<file path="config.mk">
export PLATFORM = sky130hd
export DESIGN_NAME = circular_queue_with_search_top
export DESIGN_NICKNAME = d
export VERILOG_FILES = /design/src/rtl/cqs_pkg.sv /design/src/rtl/cqs_ctrl.sv /design/src/rtl/cqs_datapath.sv /design/src/rtl/circular_queue_with_search_top.sv
export SDC_FILE = /design/constraint.sdc
export NUM_CORES = 2
export LEC_CHECK = 0
export BUFFER_PORTS_ARGS = -buffer_cell sky130_fd_sc_hd__buf_2
export CORE_MARGIN = 2
export CORE_UTILIZATION = 50
export DETAILED_ROUTE_END_ITERATION = 8
export GPL_ROUTABILITY_DRIVEN = 1
export PLACE_DENSITY = 0.61
export SYNTH_ARGS = -nofsm -noshare
export SYNTH_HDL_FRONTEND = slang
export SYNTH_SLANG_ARGS = --single-unit
</file>
<file path="constraint.sdc">
create_clock -name clock -period 13.3 [get_ports clock]
set_input_delay 2.66 -clock clock [delete_from_list [all_inputs] [get_ports clock]]
set_output_delay 2.66 -clock clock [all_outputs]
set_load 0.01 [all_outputs]
</file>
<file path="src/rtl/cqs_pkg.sv">
// -----------------------------------------------------------------------------
// cqs_pkg
// shared types and constants of the circular queue with search
// -----------------------------------------------------------------------------
package cqs_pkg;

   localparam int DEFAULT_CAPACITY = 64;
   localparam int QSIZE_W          = 7;
   localparam int QSIZE_RESET      = 64;
   localparam int VALUE_W          = 32;
   localparam int POS_W            = 6;
   localparam int STATUS_W         = 2;
   localparam int CMD_W            = 2;

   typedef enum logic [CMD_W-1:0] {
      CMD_ENQUEUE = 2'd0,
      CMD_DEQUEUE = 2'd1,
      CMD_DISPLAY = 2'd2,
      CMD_SEARCH  = 2'd3
   } cmd_type;

   typedef enum logic [STATUS_W-1:0] {
      STS_OK        = 2'd0,
      STS_FULL      = 2'd1,
      STS_EMPTY     = 2'd2,
      STS_NOT_FOUND = 2'd3
   } resp_status_type;

   // which result the datapath builds when told to emit
   typedef enum logic [2:0] {
      RES_ENQ_OK,
      RES_FULL,
      RES_EMPTY,
      RES_DEQ,
      RES_DISP,
      RES_HIT,
      RES_MISS
   } rsp_kind_type;

   typedef enum logic [2:0] {
      ST_IDLE,
      ST_ENQ,
      ST_EMPTY,
      ST_DEQ,
      ST_WALK
   } state_type;

   typedef struct packed {
      logic         capture;    // latch request, read head slot, start walk
      logic         enq_write;  // write value at new tail
      logic         deq_pop;    // drop head entry
      logic         walk_step;  // advance walk pointer and read next slot
      logic         emit;       // load result register
      rsp_kind_type kind;
   } dp_cmd_type;

   typedef struct packed {
      logic    out_free;   // result register can take a result this cycle
      logic    empty;
      logic    full;
      logic    walk_last;  // walk offset is the newest entry
      logic    match;      // slot read equals search value
      cmd_type cmd;        // latched command
   } dp_sts_type;

endpackage

</file>
<file path="src/rtl/cqs_ctrl.sv">
// -----------------------------------------------------------------------------
// cqs_ctrl
// sequencer for enqueue, dequeue, display and search
// -----------------------------------------------------------------------------
module cqs_ctrl
   import cqs_pkg::*;
(
   input  logic       clock,
   input  logic       reset,
   input  logic       req_valid,
   input  cmd_type    req_command,
   output logic       req_ready,
   input  dp_sts_type sts,
   output dp_cmd_type cmd
);

   state_type state_ff;
   state_type state_in;

   always_ff @(posedge clock) begin
      if (reset) begin
         state_ff <= ST_IDLE;
      end else begin
         state_ff <= state_in;
      end
   end

   always_comb begin
      state_in      = state_ff;
      req_ready     = 1'b0;
      cmd           = '0;
      cmd.kind      = RES_ENQ_OK;
      unique case (state_ff)
         ST_IDLE: begin
            req_ready = 1'b1;
            if (req_valid) begin
               cmd.capture = 1'b1;
               priority if (req_command == CMD_ENQUEUE) begin
                  state_in = ST_ENQ;
               end else if (sts.empty) begin
                  state_in = ST_EMPTY;
               end else if (req_command == CMD_DEQUEUE) begin
                  state_in = ST_DEQ;
               end else begin
                  state_in = ST_WALK;
               end
            end
         end
         ST_ENQ: begin
            if (sts.out_free) begin
               cmd.emit = 1'b1;
               if (sts.full) begin
                  cmd.kind = RES_FULL;
               end else begin
                  cmd.kind      = RES_ENQ_OK;
                  cmd.enq_write = 1'b1;
               end
               state_in = ST_IDLE;
            end
         end
         ST_EMPTY: begin
            if (sts.out_free) begin
               cmd.emit = 1'b1;
               cmd.kind = RES_EMPTY;
               state_in = ST_IDLE;
            end
         end
         ST_DEQ: begin
            if (sts.out_free) begin
               cmd.emit    = 1'b1;
               cmd.kind    = RES_DEQ;
               cmd.deq_pop = 1'b1;
               state_in    = ST_IDLE;
            end
         end
         ST_WALK: begin
            priority if (sts.cmd == CMD_DISPLAY) begin
               if (sts.out_free) begin
                  cmd.emit = 1'b1;
                  cmd.kind = RES_DISP;
                  if (sts.walk_last) begin
                     state_in = ST_IDLE;
                  end else begin
                     cmd.walk_step = 1'b1;
                  end
               end
            end else if (sts.match) begin
               if (sts.out_free) begin
                  cmd.emit = 1'b1;
                  cmd.kind = RES_HIT;
                  state_in = ST_IDLE;
               end
            end else if (sts.walk_last) begin
               if (sts.out_free) begin
                  cmd.emit = 1'b1;
                  cmd.kind = RES_MISS;
                  state_in = ST_IDLE;
               end
            end else begin
               cmd.walk_step = 1'b1;
            end
         end
         default: begin
            state_in = ST_IDLE;
         end
      endcase
   end

endmodule

</file>
<file path="src/rtl/cqs_datapath.sv">
// -----------------------------------------------------------------------------
// cqs_datapath
// slot memory, head/tail pointers, walk pointer and result register
// -----------------------------------------------------------------------------
module cqs_datapath
   import cqs_pkg::*;
#(
   parameter int CAPACITY = DEFAULT_CAPACITY
) (
   input  logic                       clock,
   input  logic                       reset,
   // request payload
   input  cmd_type                    req_command,
   input  logic signed [VALUE_W-1:0]  req_value,
   // configuration
   input  logic                       csr_valid,
   output logic                       csr_ready,
   input  logic        [QSIZE_W-1:0]  csr_queue_size,
   // result channel
   output logic                       rsp_valid,
   input  logic                       rsp_ready,
   output logic        [STATUS_W-1:0] rsp_status,
   output logic signed [VALUE_W-1:0]  rsp_data,
   output logic        [POS_W-1:0]    rsp_position,
   output logic                       rsp_last,
   // control
   input  dp_cmd_type                 cmd,
   output dp_sts_type                 sts
);

   localparam int IDX_W     = $clog2(CAPACITY);
   localparam int CNT_W     = $clog2(CAPACITY + 1);
   localparam int SZ_W      = (CNT_W > QSIZE_W) ? CNT_W : QSIZE_W;
   localparam int EFF_RESET = (QSIZE_RESET > CAPACITY) ? CAPACITY :
                              ((QSIZE_RESET < 1) ? 1 : QSIZE_RESET);

   logic [VALUE_W-1:0] slot_mem [CAPACITY];

   logic        [CNT_W-1:0]    eff_size_ff, eff_size_in;
   logic        [CNT_W-1:0]    count_ff,    count_in;
   logic        [IDX_W-1:0]    head_ff,     head_in;
   logic        [IDX_W-1:0]    tail_ff,     tail_in;
   logic        [IDX_W-1:0]    walk_idx_ff, walk_idx_in;
   logic        [IDX_W-1:0]    walk_k_ff,   walk_k_in;
   cmd_type                    cmd_ff;
   logic signed [VALUE_W-1:0]  value_ff;
   logic signed [VALUE_W-1:0]  rd_data_ff;
   logic                       rsp_valid_ff, rsp_valid_in;
   logic        [STATUS_W-1:0] rsp_status_ff;
   logic signed [VALUE_W-1:0]  rsp_data_ff;
   logic        [POS_W-1:0]    rsp_position_ff;
   logic                       rsp_last_ff;

   logic        [IDX_W-1:0]    tail_next;
   logic        [IDX_W-1:0]    head_next;
   logic        [IDX_W-1:0]    walk_next;
   logic        [IDX_W-1:0]    wr_addr;
   logic        [IDX_W-1:0]    rd_addr;
   logic                       rd_en;
   logic        [SZ_W-1:0]     qsize_ext;
   resp_status_type            res_status;
   logic signed [VALUE_W-1:0]  res_data;
   logic        [POS_W-1:0]    res_position;
   logic                       res_last;

   // ring increment, wrapping at the effective size
   function automatic logic [IDX_W-1:0] ring_inc(input logic [IDX_W-1:0] idx,
                                                 input logic [CNT_W-1:0] size);
      logic [CNT_W-1:0] nxt;
      nxt = CNT_W'(idx) + 1'b1;
      return (nxt == size) ? '0 : nxt[IDX_W-1:0];
   endfunction

   assign csr_ready = 1'b1;
   assign qsize_ext = SZ_W'(csr_queue_size);

   assign tail_next = ring_inc(tail_ff, eff_size_ff);
   assign head_next = ring_inc(head_ff, eff_size_ff);
   assign walk_next = ring_inc(walk_idx_ff, eff_size_ff);
   assign wr_addr   = (count_ff == '0) ? '0 : tail_next;
   assign rd_en     = cmd.capture | cmd.walk_step;
   assign rd_addr   = cmd.walk_step ? walk_next : head_ff;

   // status to the controller
   assign sts.out_free  = ~rsp_valid_ff | rsp_ready;
   assign sts.empty     = (count_ff == '0);
   assign sts.full      = (count_ff == eff_size_ff);
   assign sts.walk_last = ((CNT_W'(walk_k_ff) + 1'b1) == count_ff);
   assign sts.match     = (rd_data_ff == value_ff);
   assign sts.cmd       = cmd_ff;

   // slot memory
   always_ff @(posedge clock) begin
      if (cmd.enq_write) begin
         slot_mem[wr_addr] <= value_ff;
      end
   end

   always_ff @(posedge clock) begin
      if (rd_en) begin
         rd_data_ff <= slot_mem[rd_addr];
      end
   end

   // pointers and size
   always_comb begin
      eff_size_in = eff_size_ff;
      count_in    = count_ff;
      head_in     = head_ff;
      tail_in     = tail_ff;
      walk_idx_in = walk_idx_ff;
      walk_k_in   = walk_k_ff;
      if (csr_valid) begin
         priority if (qsize_ext == '0) begin
            eff_size_in = CNT_W'(1);
         end else if (qsize_ext > SZ_W'(CAPACITY)) begin
            eff_size_in = CNT_W'(CAPACITY);
         end else begin
            eff_size_in = CNT_W'(qsize_ext);
         end
         count_in = '0;
         head_in  = '0;
         tail_in  = '0;
      end else begin
         if (cmd.enq_write) begin
            tail_in  = wr_addr;
            count_in = count_ff + 1'b1;
            if (count_ff == '0) begin
               head_in = '0;
            end
         end
         if (cmd.deq_pop) begin
            if (count_ff == CNT_W'(1)) begin
               head_in = '0;
               tail_in = '0;
            end else begin
               head_in = head_next;
            end
            count_in = count_ff - 1'b1;
         end
      end
      if (cmd.capture) begin
         walk_idx_in = head_ff;
         walk_k_in   = '0;
      end else if (cmd.walk_step) begin
         walk_idx_in = walk_next;
         walk_k_in   = walk_k_ff + 1'b1;
      end
   end

   always_ff @(posedge clock) begin
      if (reset) begin
         eff_size_ff <= CNT_W'(EFF_RESET);
         count_ff    <= '0;
         head_ff     <= '0;
         tail_ff     <= '0;
      end else begin
         eff_size_ff <= eff_size_in;
         count_ff    <= count_in;
         head_ff     <= head_in;
         tail_ff     <= tail_in;
      end
   end

   always_ff @(posedge clock) begin
      walk_idx_ff <= walk_idx_in;
      walk_k_ff   <= walk_k_in;
      if (cmd.capture) begin
         cmd_ff   <= req_command;
         value_ff <= req_value;
      end
   end

   // result formatting
   always_comb begin
      res_status   = STS_OK;
      res_data     = '0;
      res_position = '0;
      res_last     = 1'b1;
      unique case (cmd.kind)
         RES_ENQ_OK: res_status = STS_OK;
         RES_FULL:   res_status = STS_FULL;
         RES_EMPTY:  res_status = STS_EMPTY;
         RES_DEQ:    res_data   = rd_data_ff;
         RES_DISP: begin
            res_data     = rd_data_ff;
            res_position = POS_W'(walk_k_ff);
            res_last     = sts.walk_last;
         end
         RES_HIT: begin
            res_data     = value_ff;
            res_position = POS_W'(walk_k_ff);
         end
         RES_MISS:   res_status = STS_NOT_FOUND;
         default:    res_status = STS_OK;
      endcase
   end

   // result register
   always_comb begin
      rsp_valid_in = rsp_valid_ff;
      if (cmd.emit) begin
         rsp_valid_in = 1'b1;
      end else if (rsp_ready) begin
         rsp_valid_in = 1'b0;
      end
   end

   always_ff @(posedge clock) begin
      if (reset) begin
         rsp_valid_ff <= 1'b0;
      end else begin
         rsp_valid_ff <= rsp_valid_in;
      end
   end

   always_ff @(posedge clock) begin
      if (cmd.emit) begin
         rsp_status_ff   <= res_status;
         rsp_data_ff     <= res_data;
         rsp_position_ff <= res_position;
         rsp_last_ff     <= res_last;
      end
   end

   assign rsp_valid    = rsp_valid_ff;
   assign rsp_status   = rsp_status_ff;
   assign rsp_data     = rsp_data_ff;
   assign rsp_position = rsp_position_ff;
   assign rsp_last     = rsp_last_ff;

endmodule

</file>
<file path="src/rtl/circular_queue_with_search_top.sv">
// -----------------------------------------------------------------------------
// circular_queue_with_search_top
// ring buffer of signed 32-bit values with dequeue, display and search
// -----------------------------------------------------------------------------
// usage
//  - req_ channel: one transfer per command (enqueue, dequeue, display, search)
//    with req_value as the value to store or to look for
//  - rsp_ channel: results; display gives one transfer per stored entry,
//    every other command gives exactly one; rsp_last marks the final one
//  - csr_ channel: writes queue_size (saturated to 1..CAPACITY) and empties
//    the queue; only write while no command is outstanding
//  - a request transfer is captured first; enqueue, dequeue and any command
//    on an empty queue then load their result once the result register is
//    free; display loads one entry per cycle while the result register is
//    free; search walks from the head and stops at the first hit
//  - the walk rate is set by the single read port of the slot memory,
//    which delivers one registered slot per cycle
//  - one command is in progress at a time; the next request is taken as soon
//    as the sequencer is back in idle, even while a result still waits
//  - when the receiver stalls the result register holds and the sequencer
//    waits before loading the next result
//  - reset empties the queue and sets queue_size to 64 (capped at CAPACITY);
//    slot contents are not cleared and are only reported once written
// -----------------------------------------------------------------------------
module circular_queue_with_search_top
   import cqs_pkg::*;
#(
   parameter int CAPACITY = DEFAULT_CAPACITY
) (
   input  logic                       clock,
   input  logic                       reset,
   // request channel
   input  logic                       req_valid,
   output logic                       req_ready,
   input  logic        [CMD_W-1:0]    req_command,
   input  logic signed [VALUE_W-1:0]  req_value,
   // result channel
   output logic                       rsp_valid,
   input  logic                       rsp_ready,
   output logic        [STATUS_W-1:0] rsp_status,
   output logic signed [VALUE_W-1:0]  rsp_data,
   output logic        [POS_W-1:0]    rsp_position,
   output logic                       rsp_last,
   // configuration channel
   input  logic                       csr_valid,
   output logic                       csr_ready,
   input  logic        [QSIZE_W-1:0]  csr_queue_size
);

   dp_cmd_type dp_cmd;
   dp_sts_type dp_sts;
   cmd_type    req_cmd;

   assign req_cmd = cmd_type'(req_command);

   // sequencer: decides per state which datapath action runs
   cqs_ctrl u_ctrl (
      .clock       (clock),
      .reset       (reset),
      .req_valid   (req_valid),
      .req_command (req_cmd),
      .req_ready   (req_ready),
      .sts         (dp_sts),
      .cmd         (dp_cmd)
   );

   // storage, pointers and the result register
   cqs_datapath #(
      .CAPACITY (CAPACITY)
   ) u_dp (
      .clock          (clock),
      .reset          (reset),
      .req_command    (req_cmd),
      .req_value      (req_value),
      .csr_valid      (csr_valid),
      .csr_ready      (csr_ready),
      .csr_queue_size (csr_queue_size),
      .rsp_valid      (rsp_valid),
      .rsp_ready      (rsp_ready),
      .rsp_status     (rsp_status),
      .rsp_data       (rsp_data),
      .rsp_position   (rsp_position),
      .rsp_last       (rsp_last),
      .cmd            (dp_cmd),
      .sts            (dp_sts)
   );

`ifndef NO_ASSERTIONS
   // one command at a time: no request transfer right after another
   a_one_at_a_time: assert property (@(posedge clock) disable iff (reset)
      (req_valid && req_ready) |=> !req_ready)
      else $error("request taken while a command is in progress");

   // a result is only loaded when the output register can take it
   a_emit_room: assert property (@(posedge clock) disable iff (reset)
      dp_cmd.emit |-> dp_sts.out_free)
      else $error("result loaded over a waiting result");

   // never write into a full ring
   a_no_overflow: assert property (@(posedge clock) disable iff (reset)
      dp_cmd.enq_write |-> !dp_sts.full)
      else $error("enqueue into a full queue");

   // never pop an empty ring
   a_no_underflow: assert property (@(posedge clock) disable iff (reset)
      dp_cmd.deq_pop |-> !dp_sts.empty)
      else $error("dequeue from an empty queue");
`endif

endmodule

</file>
==> qor.tcl <==
set qor(hold_viol) 0
set qor(drt_iter0_drc) 9647
set qor(grt_pass1_vias) 56700
set qor(synth_nets) 6477
set qor(final_cell_count_no_fill) 8941
set qor(yosysUniqueCellTypes) 77
set qor(final_common_cell) {sky130_fd_sc_hd__edfxtp_1}
set qor(vias_per_cell) 6.73
set qor(dp.cells) 8535
set qor(holdCritPathClass) {flip-flop to flip-flop}
set qor(power_per_cell_area_nw_per_um2) 161
set qor(critPathKind) {flip-flop to flip-flop}
set qor(static-leakage-power_nw) 32.3
set qor(critical_path_peak_fanout) 73
set qor(clock_skew_after_layout_ns) 0.0626
set qor(ir_drop_mv) 0.134
set qor(synth_cells) 6424
set qor(grt_start_max_net_pins) 146
set qor(finalWeightedCongestion) 0.851
set qor(final.fill_count) 14400
set qor(ctsHoldBuffers) 0
set qor(clk_pin_slew_ns) 0.06
set qor(cts.repair_timing.setup_buffer_count) 0
set qor(post-route-drc-count) 0
set qor(worst_pin_slew_ns) 1.26
set qor(antenna_violations_before_repair) 18
set qor(via_count) 60200
set qor(insertion_delay_ns) 0.89
set qor(rsz_0062_raised_after_global_routing) {false}
set qor(drt_pass1_iterations) 6
set qor(finish.net_count) 6439
set qor(post-synth-top-area-fraction) 0.718
set qor(worst_r2r_path_depth) 15
set qor(final_max_slew_viol_count) 0
set qor(crit_arrival_ns) 8.18
set qor(whs_ns) 0.503
set qor(synthFlopType) {sky130_fd_sc_hd__edfxtp_1}
set qor(root_buffer_selected_by_cts) {sky130_fd_sc_hd__clkbuf_16}
set qor(routed_wirelength_um) 301000
set qor(area.growth.synth_to_final_pct) 11.2
set qor(setup.worst_path.start_class) {flip-flop}
set qor(synth-seq-cells) 2197
set qor(cts_htree_levels) 4
set qor(drive_gt1_frac) 0.107
set qor(die-area_um2) 184000
set qor(most-common-layout-cells) {sky130_fd_sc_hd__edfxtp_1, sky130_fd_sc_hd__o21ai_0, sky130_fd_sc_hd__o211ai_1, sky130_fd_sc_hd__nand2_1, sky130_fd_sc_hd__a21oi_1}
set qor(io_buffer_count) 88
set qor(grt_overflow_total) 0
set qor(place.detailed.hpwl_um) 155000
set qor(multiInputGateArea_um2) 22100
set qor(yosysWarnings) 0
set qor(post_cts.resized_instances) 0
set qor(timing.final.crit_period_ns) 7.46
set qor(endpoint) {u_dp.rd_data_ff[12]$_DFFE_PP_}
set qor(placeableCoreArea_um2) 180000
set qor(die_y_um) 429
set qor(critical_path_rt_ns) 14.02
set qor(yosysSeqAreaShare) 0.726
set qor(synthesis.area_um2) 90400
set qor(postRouteAntennaNets) 0
set qor(final.period_utilization) 0.561
set qor(cts.sink_count) 2197
set qor(i_o_pins) 90
set qor(synth_enable_flop_cells) 2161
set qor(tritoncts) {yes}
set qor(postSynthAreaPerCell_um2) 14.1
set qor(grt_use_total) 0.319
set qor(fin_total_pwr_w) 0.0162
set qor(cts.path.max_buffers) 3
set qor(seqCellArea_um2) 65600
set qor(final.setup.tns_ns) 0
set qor(yosys-top-cells-area) {sky130_fd_sc_hd__edfxtp_1, sky130_fd_sc_hd__o211ai_1, sky130_fd_sc_hd__o21ai_0, sky130_fd_sc_hd__mux2i_1, sky130_fd_sc_hd__a21oi_1}
set qor(rows) 156
set qor(timing.reg2reg.setup_slack_ns) 5.84
set qor(width_of_the_die_um) 429
set qor(grt_pass1_wl_um) 421000
set qor(max-cap-violations) 0
set qor(setup_viol) 0
set qor(synthDominantAreaCellType) {sky130_fd_sc_hd__edfxtp_1}
set qor(endpoint_of_the_worst_register_to_register_path) {u_dp.rd_data_ff[12]$_DFFE_PP_}
set qor(start_util) 0.502
set qor(postSynth.asyncResetShare) 0
set qor(upper_clock_frequency_limit_mhz) 134
set qor(cp-startpoint) {u_dp.walk_idx_ff[0]$_DFFE_PP_}
set qor(timing.rr.start) {u_dp.walk_idx_ff[0]$_DFFE_PP_}
set qor(routedWlPerCell_um) 33.7
set qor(outcome) {finished, final reports clean}
set qor(tritoncts.num_buffers) 219
set qor(worstSetupEndpointType) {flip-flop}
set qor(slew_headroom) 0.150
==> worst min path at each step <==
stage | startpoint | to | slack (ns) | cells after the start
2_1_floorplan | u_dp.tail_ff[1]$_SDFF_PP0_ | u_dp.tail_ff[1]$_SDFF_PP0_ | 0.46 | 2
3_3_place_gp | u_dp.tail_ff[1]$_SDFF_PP0_ | u_dp.tail_ff[1]$_SDFF_PP0_ | 0.48 | 2
3_5_place_dp | u_dp.tail_ff[1]$_SDFF_PP0_ | u_dp.tail_ff[1]$_SDFF_PP0_ | 0.49 | 2
4_1_cts | u_dp.tail_ff[1]$_SDFF_PP0_ | u_dp.tail_ff[1]$_SDFF_PP0_ | 0.50 | 2
5_1_grt | u_dp.tail_ff[1]$_SDFF_PP0_ | u_dp.tail_ff[1]$_SDFF_PP0_ | 0.54 | 2
6_report | u_dp.tail_ff[1]$_SDFF_PP0_ | u_dp.tail_ff[1]$_SDFF_PP0_ | 0.50 | 2
==> metal layers <==
metal / vias up / part of all wire / GRT usage
li1: 25100 / - / -
met1: 30600 / 0.38 / 0.435
met2: 3819 / 0.45 / 0.489
met3: 664 / 0.12 / 0.0727
met4: 14 / 0.049 / 0.147
met5: - / 0.00029 / 0
==> where the power goes <==
part / switching [W] / internal (W) / total, W
sequential: 0.000180 / 0.00791 / 0.00809
combinational: 0.00172 / 0.000545 / 0.00226
clock: 0.00266 / 0.00318 / 0.00584
total: 0.00456 / 0.0116 / 0.0162
==> final cells by class <==
cell class | instances | area share
sequential | 2197 | 0.653
antenna | 6 | 0.000149
clock buffer | 281 | 0.0575
inverter | 294 | 0.0110
timing repair buffer | 284 | 0.0200
multi-input combinational | 3390 | 0.220
tap | 2370 | 0.0295
clock inverter | 119 | 0.00888
==> registers in the layout (all words and copies together) (netlist names), 7 cells and up <==
| signal | cells |
|---|---|
| u_dp.count_ff | 7 |
| u_dp.rd_data_ff | 32 |
| u_dp.rsp_data | 32 |
| u_dp.value_ff | 32 |
| u_dp.slot_mem | 2048 |
| u_dp.eff_size_ff | 7 |
==> metrics by stage <==
stage | setup WS, ns | util | cell area, µm²
2_1_floorplan | 5.60 | - | 90400
3_3_place_gp | 5.38 | 0.521 | 93800
3_5_place_dp | 5.31 | 0.521 | 93800
4_1_cts | 5.91 | 0.558 | 100000
5_1_grt | 5.60 | 0.558 | 100000
6_report | 5.84 | 0.558 | 100000
==> cell families (layout without fill, tap and decap cells) <==
group,Yosys count,count (layout),share of synthesized area
adders and majority gates,7,7,0.000969
muxes,239,239,0.0271
buffers and inverters,837,978,0.0373
other,1,7,0.0000415
xor gates and xnor gates,82,82,0.00810
AOI/OAI and AO/OA,2181,2181,0.153
DFF,2197,2197,0.726
and+or+nand+nor,880,880,0.0478
==> critical path, stage by stage (launching register included) <==
cell	delay [ns]
sky130_fd_sc_hd__edfxtp_1	0.51
sky130_fd_sc_hd__ha_1	0.53
sky130_fd_sc_hd__xnor2_1	0.16
sky130_fd_sc_hd__nand2_1	0.06
sky130_fd_sc_hd__a221oi_1	0.77
sky130_fd_sc_hd__a31o_4	0.63
sky130_fd_sc_hd__buf_4	0.78
sky130_fd_sc_hd__buf_4	0.69
sky130_fd_sc_hd__buf_4	0.76
sky130_fd_sc_hd__buf_4	0.71
sky130_fd_sc_hd__buf_4	0.46
sky130_fd_sc_hd__o211ai_1	0.17
sky130_fd_sc_hd__a31oi_1	0.23
sky130_fd_sc_hd__nand4_1	0.17
sky130_fd_sc_hd__and4_1	0.34
sky130_fd_sc_hd__nand4b_1	0.13
==> cell usage after synthesis (all sizes together) (20+ instances only) <==
library cell  count
edfxtp         2161
o21ai           734
o211ai          651
clkbuf          390
nand2           374
a21oi           322
inv             294
mux2i           197
buf             153
a31oi           135
nand4           133
nor2            123
o22ai           103
nand3            88
xnor2            61
mux2             42
a2111oi          41
dfxtp            36
a22o             32
a21o             31
o41ai            31
and4             26
o2111a           24
nand4b           20
xor2             20
(Power assumes the default switching activity.)
